### config.mk
export PLATFORM = sky130hd
export DESIGN_NAME = camera_pose_packet_parser
export DESIGN_NICKNAME = d
export VERILOG_FILES = /design/src/sv/cpp_pkg.sv /design/src/sv/cpp_in_stage.sv /design/src/sv/cpp_core.sv /design/src/sv/cpp_out_stage.sv /design/src/sv/camera_pose_packet_parser.sv
export SDC_FILE = /design/constraint.sdc
export NUM_CORES = 1
export LEC_CHECK = 0
export BUFFER_PORTS_ARGS = -buffer_cell sky130_fd_sc_hd__buf_2
export CAP_MARGIN = 10
export CORE_MARGIN = 4
export CORE_UTILIZATION = 56
export CTS_CLUSTER_SIZE = 12
export DETAILED_ROUTE_END_ITERATION = 7
export PLACE_DENSITY = 0.82
export SLEW_MARGIN = 10
export SYNTH_ARGS = -nofsm -noshare
export SYNTH_HDL_FRONTEND = slang
export SYNTH_SLANG_ARGS = --single-unit
export TNS_END_PERCENT = 5
### constraint.sdc
create_clock -name i_clk -period 14.1 [get_ports i_clk]
set_input_delay 0.705 -clock i_clk [delete_from_list [all_inputs] [get_ports i_clk]]
set_output_delay 0.705 -clock i_clk [all_outputs]
set_load 0.02 [all_outputs]
### src/sv/cpp_pkg.sv
// Shared types and constants for the camera pose packet parser.
// No dependencies; every other file of the block imports this package.
package cpp_pkg;

    localparam int PacketBytes = 29;
    localparam int FieldCount  = 8;
    localparam int FieldBits   = 24;
    localparam int FieldBytes  = FieldCount * FieldBits / 8;
    localparam int CountBits   = 5;

    // Byte index of the checksum byte; bytes below it enter the running sum.
    localparam logic [CountBits-1:0] CsumIndex = CountBits'(PacketBytes - 1);
    localparam logic [CountBits-1:0] CountMax  = {CountBits{1'b1}};
    // First and one-past-last byte index that feed the pose fields.
    localparam logic [CountBits-1:0] FieldFirst = CountBits'(2);
    localparam logic [CountBits-1:0] FieldEnd   = CountBits'(2 + FieldBytes);

    localparam logic [7:0] CsumSeed    = 8'h40;
    localparam logic [7:0] TypeDefault = 8'hD1;

    localparam logic [1:0] ERR_OK     = 2'd0;
    localparam logic [1:0] ERR_LENGTH = 2'd1;
    localparam logic [1:0] ERR_TYPE   = 2'd2;
    localparam logic [1:0] ERR_CSUM   = 2'd3;

    // Output payload widths.
    localparam int TdataBits = 8 + FieldCount * FieldBits;
    localparam int TuserBits = 3;

    typedef struct packed {
        logic [7:0] data_byte;
        logic       end_of_packet;
    } t_byte_item;

    typedef struct packed {
        logic                               pose_valid;
        logic [1:0]                         error_code;
        logic [7:0]                         camera_num;
        // pan, tilt, roll, x, y, z, zoom, focus from the highest bits down
        logic [FieldCount*FieldBits-1:0]    fields;
    } t_pose_result;

endpackage

### src/sv/cpp_in_stage.sv
// Input register of the camera pose packet parser: holds one byte item.
// Depends on cpp_pkg.
module cpp_in_stage
    import cpp_pkg::*;
(
    input  logic       i_clk,
    input  logic       i_rst_n,
    input  logic       i_s_tvalid,
    output logic       o_s_tready,
    input  t_byte_item i_s_item,
    input  logic       i_advance,
    output logic       o_valid,
    output t_byte_item o_item
);

    logic       r_valid;
    t_byte_item r_item;

    // Take a new item whenever the register is empty or drains this cycle.
    assign o_s_tready = !r_valid || i_advance;

    always_ff @(posedge i_clk) begin
        if (!i_rst_n) begin
            r_valid <= 1'b0;
        end else if (o_s_tready) begin
            r_valid <= i_s_tvalid;
        end
    end

    always_ff @(posedge i_clk) begin
        if (o_s_tready && i_s_tvalid) begin
            r_item <= i_s_item;
        end
    end

    assign o_valid = r_valid;
    assign o_item  = r_item;

endmodule

### src/sv/cpp_core.sv
// Packet state of the camera pose packet parser: count, checksum, type flag
// and field assembly, plus the verdict on the last byte. Depends on cpp_pkg.
module cpp_core
    import cpp_pkg::*;
(
    input  logic         i_clk,
    input  logic         i_rst_n,
    input  logic         i_cfg_valid,
    input  logic [7:0]   i_cfg_data,
    input  logic         i_item_valid,
    input  t_byte_item   i_item,
    input  logic         i_out_free,
    output logic         o_advance,
    output logic         o_load,
    output t_pose_result o_result
);

    logic [7:0]                      r_expected_type;
    logic [CountBits-1:0]            r_byte_count, n_byte_count;
    logic [7:0]                      r_byte_sum, n_byte_sum;
    logic                            r_type_matched, n_type_matched;
    logic [7:0]                      r_camera, n_camera;
    logic [FieldCount*FieldBits-1:0] r_fields, n_fields;
    logic [1:0]                      code;
    logic                            last;

    assign last      = i_item.end_of_packet;
    // A last byte needs room in the output register; other bytes never stall.
    assign o_advance = i_item_valid && (!last || i_out_free);
    assign o_load    = o_advance && last;

    always_comb begin
        n_byte_count   = r_byte_count;
        n_byte_sum     = r_byte_sum;
        n_type_matched = r_type_matched;
        n_camera       = r_camera;
        n_fields       = r_fields;
        if (last) begin
            n_byte_count   = '0;
            n_byte_sum     = '0;
            n_type_matched = 1'b0;
        end else begin
            if (r_byte_count < CsumIndex) begin
                n_byte_sum = r_byte_sum + i_item.data_byte;
            end
            if (r_byte_count == '0) begin
                n_type_matched = (i_item.data_byte == r_expected_type);
            end
            if (r_byte_count == CountBits'(1)) begin
                n_camera = i_item.data_byte;
            end
            // Fields are big-endian and back to back: shift the bytes through.
            if (r_byte_count >= FieldFirst && r_byte_count < FieldEnd) begin
                n_fields = {r_fields[FieldCount*FieldBits-9:0], i_item.data_byte};
            end
            if (r_byte_count != CountMax) begin
                n_byte_count = r_byte_count + CountBits'(1);
            end
        end
    end

    always_comb begin
        if (r_byte_count != CsumIndex) begin
            code = ERR_LENGTH;
        end else if (!r_type_matched) begin
            code = ERR_TYPE;
        end else if (8'(CsumSeed - r_byte_sum) != i_item.data_byte) begin
            code = ERR_CSUM;
        end else begin
            code = ERR_OK;
        end
    end

    // Zero the payload of a rejected packet.
    always_comb begin
        o_result.pose_valid = (code == ERR_OK);
        o_result.error_code = code;
        o_result.camera_num = (code == ERR_OK) ? r_camera : 8'd0;
        o_result.fields     = (code == ERR_OK) ? r_fields : '0;
    end

    always_ff @(posedge i_clk) begin
        if (!i_rst_n) begin
            r_expected_type <= TypeDefault;
        end else if (i_cfg_valid) begin
            r_expected_type <= i_cfg_data;
        end
    end

    always_ff @(posedge i_clk) begin
        if (!i_rst_n) begin
            r_byte_count   <= '0;
            r_byte_sum     <= '0;
            r_type_matched <= 1'b0;
        end else if (o_advance) begin
            r_byte_count   <= n_byte_count;
            r_byte_sum     <= n_byte_sum;
            r_type_matched <= n_type_matched;
        end
    end

    // Camera id and fields are fully rewritten by every accepted packet.
    always_ff @(posedge i_clk) begin
        if (o_advance) begin
            r_camera <= n_camera;
            r_fields <= n_fields;
        end
    end

endmodule

### src/sv/cpp_out_stage.sv
// Result register of the camera pose packet parser and its stream packing.
// Depends on cpp_pkg.
module cpp_out_stage
    import cpp_pkg::*;
(
    input  logic                 i_clk,
    input  logic                 i_rst_n,
    input  logic                 i_load,
    input  t_pose_result         i_result,
    output logic                 o_free,
    output logic                 o_m_tvalid,
    input  logic                 i_m_tready,
    output logic [TdataBits-1:0] o_m_tdata,
    output logic [TuserBits-1:0] o_m_tuser
);

    logic         r_valid;
    t_pose_result r_result;
    logic [FieldBits-1:0] fw [FieldCount];

    assign o_free = !r_valid || i_m_tready;

    always_ff @(posedge i_clk) begin
        if (!i_rst_n) begin
            r_valid <= 1'b0;
        end else if (o_free) begin
            r_valid <= i_load;
        end
    end

    always_ff @(posedge i_clk) begin
        if (o_free && i_load) begin
            r_result <= i_result;
        end
    end

    // Field 0 (pan) sits in the top bits of the assembled word.
    always_comb begin
        for (int k = 0; k < FieldCount; k++) begin
            fw[k] = r_result.fields[(FieldCount-1-k)*FieldBits +: FieldBits];
        end
    end

    always_comb begin
        o_m_tdata[7:0] = r_result.camera_num;
        for (int k = 0; k < FieldCount; k++) begin
            o_m_tdata[8 + k*FieldBits +: FieldBits] = fw[k];
        end
    end

    assign o_m_tuser  = {r_result.error_code, r_result.pose_valid};
    assign o_m_tvalid = r_valid;

endmodule

### src/sv/camera_pose_packet_parser.sv
// Top level of the camera pose packet parser (tracking message decoder).
// Depends on cpp_pkg, cpp_in_stage, cpp_core and cpp_out_stage.
//
// Usage:
//   Slave stream: one packet byte per item in tdata[7:0], tlast on the
//   packet's last byte. Every byte is taken; the last byte produces one
//   result item on the master stream, no other byte produces any.
//   Master stream: tdata carries camera id and the eight 24-bit pose words
//   (pan, tilt, roll, x, y, z, zoom, focus); tuser carries pose_valid and
//   the error code (0 ok, 1 wrong length, 2 wrong type, 3 bad checksum).
//   A packet passes only with exactly 29 bytes, byte 0 equal to the
//   configured type and byte 28 equal to 0x40 minus the sum of bytes 0..27.
//   Rejected packets report all payload fields as zero.
//   Config channel: cfg_data is the expected type byte; always ready.
//   Write it only while no packet is in flight.
// Timing:
//   One byte per cycle sustained while each last byte finds the result register
//   free. A last byte's result is held in the result register until the receiver takes it.
// Reset: synchronous, active low; drops any partial packet and pending
//   result and sets the expected type to 0xD1.
// Stall: while the result register is full and not taken, the next last
//   byte waits in the input register; bytes ahead of it keep flowing.
module camera_pose_packet_parser
    import cpp_pkg::*;
(
    input  logic                 i_clk,
    input  logic                 i_rst_n,
    // slave stream
    input  logic                 i_s_axis_tvalid,
    output logic                 o_s_axis_tready,
    input  logic [7:0]           i_s_axis_tdata,  // [7:0] data_byte
    input  logic                 i_s_axis_tlast,  // end_of_packet
    // master stream
    output logic                 o_m_axis_tvalid,
    input  logic                 i_m_axis_tready,
    // [7:0] camera_num, [31:8] pan_angle, [55:32] tilt_angle,
    // [79:56] roll_angle, [103:80] pos_x, [127:104] pos_y,
    // [151:128] pos_z, [175:152] zoom_value, [199:176] focus_value
    output logic [TdataBits-1:0] o_m_axis_tdata,
    output logic [TuserBits-1:0] o_m_axis_tuser,  // [0] pose_valid, [2:1] error_code
    // configuration
    input  logic                 i_cfg_valid,
    output logic                 o_cfg_ready,
    input  logic [7:0]           i_cfg_data       // expected_type
);

    t_byte_item   s_item;
    t_byte_item   held_item;
    t_pose_result result;
    logic         held_valid;
    logic         advance;
    logic         load;
    logic         out_free;

    assign s_item.data_byte     = i_s_axis_tdata;
    assign s_item.end_of_packet = i_s_axis_tlast;
    assign o_cfg_ready          = 1'b1;

    // Hold the incoming byte until the core takes it.
    cpp_in_stage u_in (
        .i_clk      (i_clk),
        .i_rst_n    (i_rst_n),
        .i_s_tvalid (i_s_axis_tvalid),
        .o_s_tready (o_s_axis_tready),
        .i_s_item   (s_item),
        .i_advance  (advance),
        .o_valid    (held_valid),
        .o_item     (held_item)
    );

    // Advance packet state and judge the packet on its last byte.
    cpp_core u_core (
        .i_clk        (i_clk),
        .i_rst_n      (i_rst_n),
        .i_cfg_valid  (i_cfg_valid),
        .i_cfg_data   (i_cfg_data),
        .i_item_valid (held_valid),
        .i_item       (held_item),
        .i_out_free   (out_free),
        .o_advance    (advance),
        .o_load       (load),
        .o_result     (result)
    );

    // Hold the verdict until the receiver takes it.
    cpp_out_stage u_out (
        .i_clk      (i_clk),
        .i_rst_n    (i_rst_n),
        .i_load     (load),
        .i_result   (result),
        .o_free     (out_free),
        .o_m_tvalid (o_m_axis_tvalid),
        .i_m_tready (i_m_axis_tready),
        .o_m_tdata  (o_m_axis_tdata),
        .o_m_tuser  (o_m_axis_tuser)
    );

    // pose_valid agrees with the error code.
    a_valid_code: assert property (@(posedge i_clk) disable iff (!i_rst_n)
        o_m_axis_tvalid |-> (o_m_axis_tuser[0] == (o_m_axis_tuser[2:1] == ERR_OK)))
        else $error("pose_valid disagrees with error code");

    // A rejected packet carries an all-zero payload.
    a_reject_zero: assert property (@(posedge i_clk) disable iff (!i_rst_n)
        (o_m_axis_tvalid && !o_m_axis_tuser[0]) |-> (o_m_axis_tdata == '0))
        else $error("rejected packet with nonzero payload");

    // A result is loaded only from a held last byte that is consumed.
    a_load_src: assert property (@(posedge i_clk) disable iff (!i_rst_n)
        load |-> (held_valid && held_item.end_of_packet && out_free))
        else $error("result loaded without a consumed last byte");

    // A held byte that does not advance blocks the slave side.
    a_block: assert property (@(posedge i_clk) disable iff (!i_rst_n)
        (held_valid && !advance) |-> !o_s_axis_tready)
        else $error("input accepted while holding a stalled byte");

endmodule

==> metrics <==
Slew headroom=0.201; Crit Reg-Reg Startpoint=u_core.r_byte_sum[1]$_SDFFE_PN0P_; antenna fix cells=0; IO Port Bufs=226; net load switching power=0.509 mW; total global routing track utilization=0.173; dominant register cell in the synthesized netlist=sky130_fd_sc_hd__edfxtp_1; CP Launch Point=u_core.r_byte_sum[1]$_SDFFE_PN0P_; Least-Margin Pin Slew=1.20 ns; Tightest Hold Check Type=in2reg; number of distinct standard cells referenced by the synthesized netlist=45; cell count after synthesis=837; number of cells in the finished layout apart from fillers=1448; capturing element of the worst setup path=u_out.fw[130]$_SDFFCE_PP0P_; clock slew at reported path FFs=0.06 ns; Yosys Warn Count=0; arrival time reported for the critical path endpoint=3.37 ns; sequential element share of the synthesized area=0.833; final layout net count=1121; LEAKAGE=6.15 nW; aggregate routed wire length=26700 µm; WL met2=13000 µm; number of antenna violations at the first check in global routing=0; sequence of cells on the critical path=inv_1, ha_1, nand2b_1, or4_1, o221ai_1, a32oi_2, nor3_4, buf_4, and2_1; first-pass GRT wire length=41600 µm; setup total negative slack=0 ns; DR top layer=met4; die footprint=30300 µm²; buffers inserted by post-CTS timing repair=0; layout overhead on the synthesized area=18.0%; count of filler cells inserted in the layout=1734; metal1 wirelength=11000 µm; run status=completed; worst-path cell with the longest stage delay=sky130_fd_sc_hd__buf_4; via count of the routed design=7599; EDFF count, synth=412; endpoints failing setup=0; Placed Cells=1381; fraction of layout cells with a size suffix above 1=0.260; number of sinks on the clock net=436; switching fraction of total power=0.197; average routed wire per standard cell=18.5 µm; max-cap viol count=0; placed wire-length estimate=16500 µm; Netlist Area Pre-Place=15400 µm²; largest net degree at the start of global routing=193; remaining routing DRC violations=0; die extent in x=174 µm; post-detailed-route via-to-cell ratio=5.25; Hold Crit Depth=1; launching element type of the critical path=flip-flop; remaining number of nets flagged by the antenna check after routing=0; post-CTS sizing=0; power share of the combinational group=0.035; sequential group share of total power=0.560; Slew Viols, Final=0; final critical delay including setup and external delays=2.99 ns; Mapped Avg Cell Area=18.4 µm²; core region area=27000 µm²; kind of end point of the critical path=flip-flop; CTS tree=built; via count of the first global-routing pass=7523; startpoint-to-endpoint class of the critical path=reg2reg; Register-to-Register Setup Slack=11.11 ns; hold buffer count at cts=0; worst reg-to-reg path cell count=9; CTS Root Cell=sky130_fd_sc_hd__clkbuf_16; critical path data required time=14.47 ns; initial detailed-routing violation count=704; Die Height=174 µm; synthesized flop and latch total=436; Peak supply drop=0.000110 V; P_int=2.07 mW; number of standard-cell rows in the floorplan=60; timing-limited maximum frequency=334 MHz; worst clock skew on the final layout=0.0102 ns; Longest Clk Path Bufs=3; Clock H-tree levels=2; routed length on met3=2320 µm; initial cell density of the core=0.571; pwr dens=142 nW/µm²; DRT Pass-1 Iters=5; power share of the clock group=0.405; ratio of final minimum period to clock period=0.212; final-report hold violation count=0; RR Endpoint=u_out.fw[130]$_SDFFCE_PP0P_; stage delay of the slowest cell on the critical path=0.64 ns; total congestion overflow=0; setup repair after global routing missed its margin=false; GPL Wtd Cong=0.821; Net Count, Synth=872; number of top-level design ports=228; Max FO, Critical Path=108; clock insertion delay at the later pin of the skew report=0.52 ns; cts bufs inserted=44; share of flip-flops with an asynchronous set or reset after synthesis=0
[registers in the layout, summed over array words and instances (netlist names)]
register / count
u_in.o_item: 9
u_out.o_m_tvalid: 1
u_in.o_valid: 1
u_core.r_byte_count: 5
u_out.fw: 192
u_core.r_expected_type: 8
u_core.r_type_matched: 1
u_out.o_m_tuser: 3
u_core.r_camera: 8
u_out.o_m_tdata: 8
u_core.r_fields: 192
u_core.r_byte_sum: 8
[Yosys cell counts (4+ instances only)]
master,number,share of area
sky130_fd_sc_hd__a21boi_0,4,0.0019
sky130_fd_sc_hd__a21oi_1,9,0.0029
sky130_fd_sc_hd__a22oi_1,6,0.0029
sky130_fd_sc_hd__and2_1,200,0.081
sky130_fd_sc_hd__and3_1,4,0.0016
sky130_fd_sc_hd__clkbuf_1,5,0.0012
sky130_fd_sc_hd__clkbuf_2,20,0.0065
sky130_fd_sc_hd__dfxtp_1,24,0.031
sky130_fd_sc_hd__edfxtp_1,412,0.80
sky130_fd_sc_hd__ha_1,12,0.0097
sky130_fd_sc_hd__inv_1,7,0.0017
sky130_fd_sc_hd__mux2i_1,9,0.0058
sky130_fd_sc_hd__nand2_1,15,0.0036
sky130_fd_sc_hd__nand2b_1,5,0.0020
sky130_fd_sc_hd__nand3_1,7,0.0023
sky130_fd_sc_hd__nor2_1,10,0.0024
sky130_fd_sc_hd__nor2b_1,18,0.0073
sky130_fd_sc_hd__nor3_1,6,0.0019
sky130_fd_sc_hd__o21ai_0,11,0.0036
sky130_fd_sc_hd__xnor2_1,13,0.0074
sky130_fd_sc_hd__xor2_1,8,0.0045
[cell families (layout without fill, tap and decap cells)]
group	count (synthesis)	in the layout	share of synthesized area
flip-flops	436	436	0.833
AND/OR/NAND/NOR	276	276	0.108
AO/OA/AOI/OAI	46	46	0.0200
buffers and inverters	35	305	0.0105
XOR/XNOR	21	21	0.0119
adder cells (fa/ha/maj)	13	13	0.0110
multiplexers	9	9	0.00584
other	1	1	0.000243
[per-layer routing]
metal / vias to the layer above / GRT usage
met3: 35 / 0.0526
met4: 0 / 0.0399
li1: 3548 / -
met2: 292 / 0.283
met1: 3724 / 0.232
met5: - / 0
[cells in the final DEF (no fill, tap or decap), drive strengths merged, types with 2 or more instances in the layout]
cell type,netlist,layout
a211o,2,2
nor2b,18,18
a21oi,9,9
nand2b,5,5
or4,2,2
clkinv,0,7
nor2,10,10
o21ai,12,12
nand2,15,15
buf,3,231
xor2,8,8
ha,12,12
a21boi,4,4
xnor2,13,13
and2,200,200
o211ai,2,2
a31oi,2,2
mux2i,9,9
nor4,2,2
clkbuf,25,58
and3,4,4
nand3,7,7
o21a,2,2
inv,7,7
a22oi,6,6
nand4,2,2
edfxtp,412,412
dfxtp,24,24
nor3,7,7
[how the worst min path moves through the flow]
stage	to	from
after floorplan	u_core.r_fields[100]$_DFFE_PP_	u_core.r_fields[92]$_DFFE_PP_
after global placement	u_core.r_fields[54]$_DFFE_PP_	u_core.r_fields[46]$_DFFE_PP_
after detailed placement	u_core.r_fields[109]$_DFFE_PP_	u_core.r_fields[101]$_DFFE_PP_
after CTS	u_in.o_item[8]$_DFFE_PP_	i_s_axis_tdata[7]
after global routing	u_in.o_item[8]$_DFFE_PP_	i_s_axis_tdata[7]
final	u_in.o_item[4]$_DFFE_PP_	i_s_axis_tdata[3]
[final cells by class]
cell class	instances	area, µm²	share of cell area
Clock inverter	9	78.8	0.00433
Sequential cell	436	12900	0.705
Multi-Input combinational cell	366	2450	0.134
Timing Repair Buffer	231	1180	0.0648
Tap cell	341	427	0.0234
Clock buffer	58	1210	0.0662
Inverter	7	26.3	0.00144
[worst max-delay path, delay by kind of cell (launching register included)]
kind	cells	cell delay [ns]
AO/OA/AOI/OAI	2	0.36
buffers and inverters	2	0.72
flip-flops	1	0.47
adder cells (fa/ha/maj)	1	0.24
AND/OR/NAND/NOR	4	1.00
[per-stage QoR]
stage / power, mW / instance area, µm² / utilization / hold WS [ns] / setup WS, ns
2_1_floorplan: 1.53 / 15400 / - / 0.417 / 2.56
3_3_place_gp: 1.56 / 16900 / 0.627 / 0.419 / 11.18
3_5_place_dp: 1.56 / 16900 / 0.627 / 0.423 / 11.09
4_1_cts: 2.61 / 18200 / 0.674 / 0.344 / 11.06
5_1_grt: 2.67 / 18200 / 0.674 / 0.347 / 10.82
6_report: 2.58 / 18200 / 0.674 / 0.364 / 11.11
[power by group through the flow]
stage	Sequential (mW)	Combinational [mW]	Clock (mW)
2_1_floorplan	1.50	0.0303	0
3_3_place_gp	1.47	0.0902	0
3_5_place_dp	1.47	0.0922	0
4_1_cts	1.45	0.0927	1.07
5_1_grt	1.45	0.0988	1.13
6_report	1.45	0.0915	1.04
No activity file was read; power rests on OpenSTA's default activity.
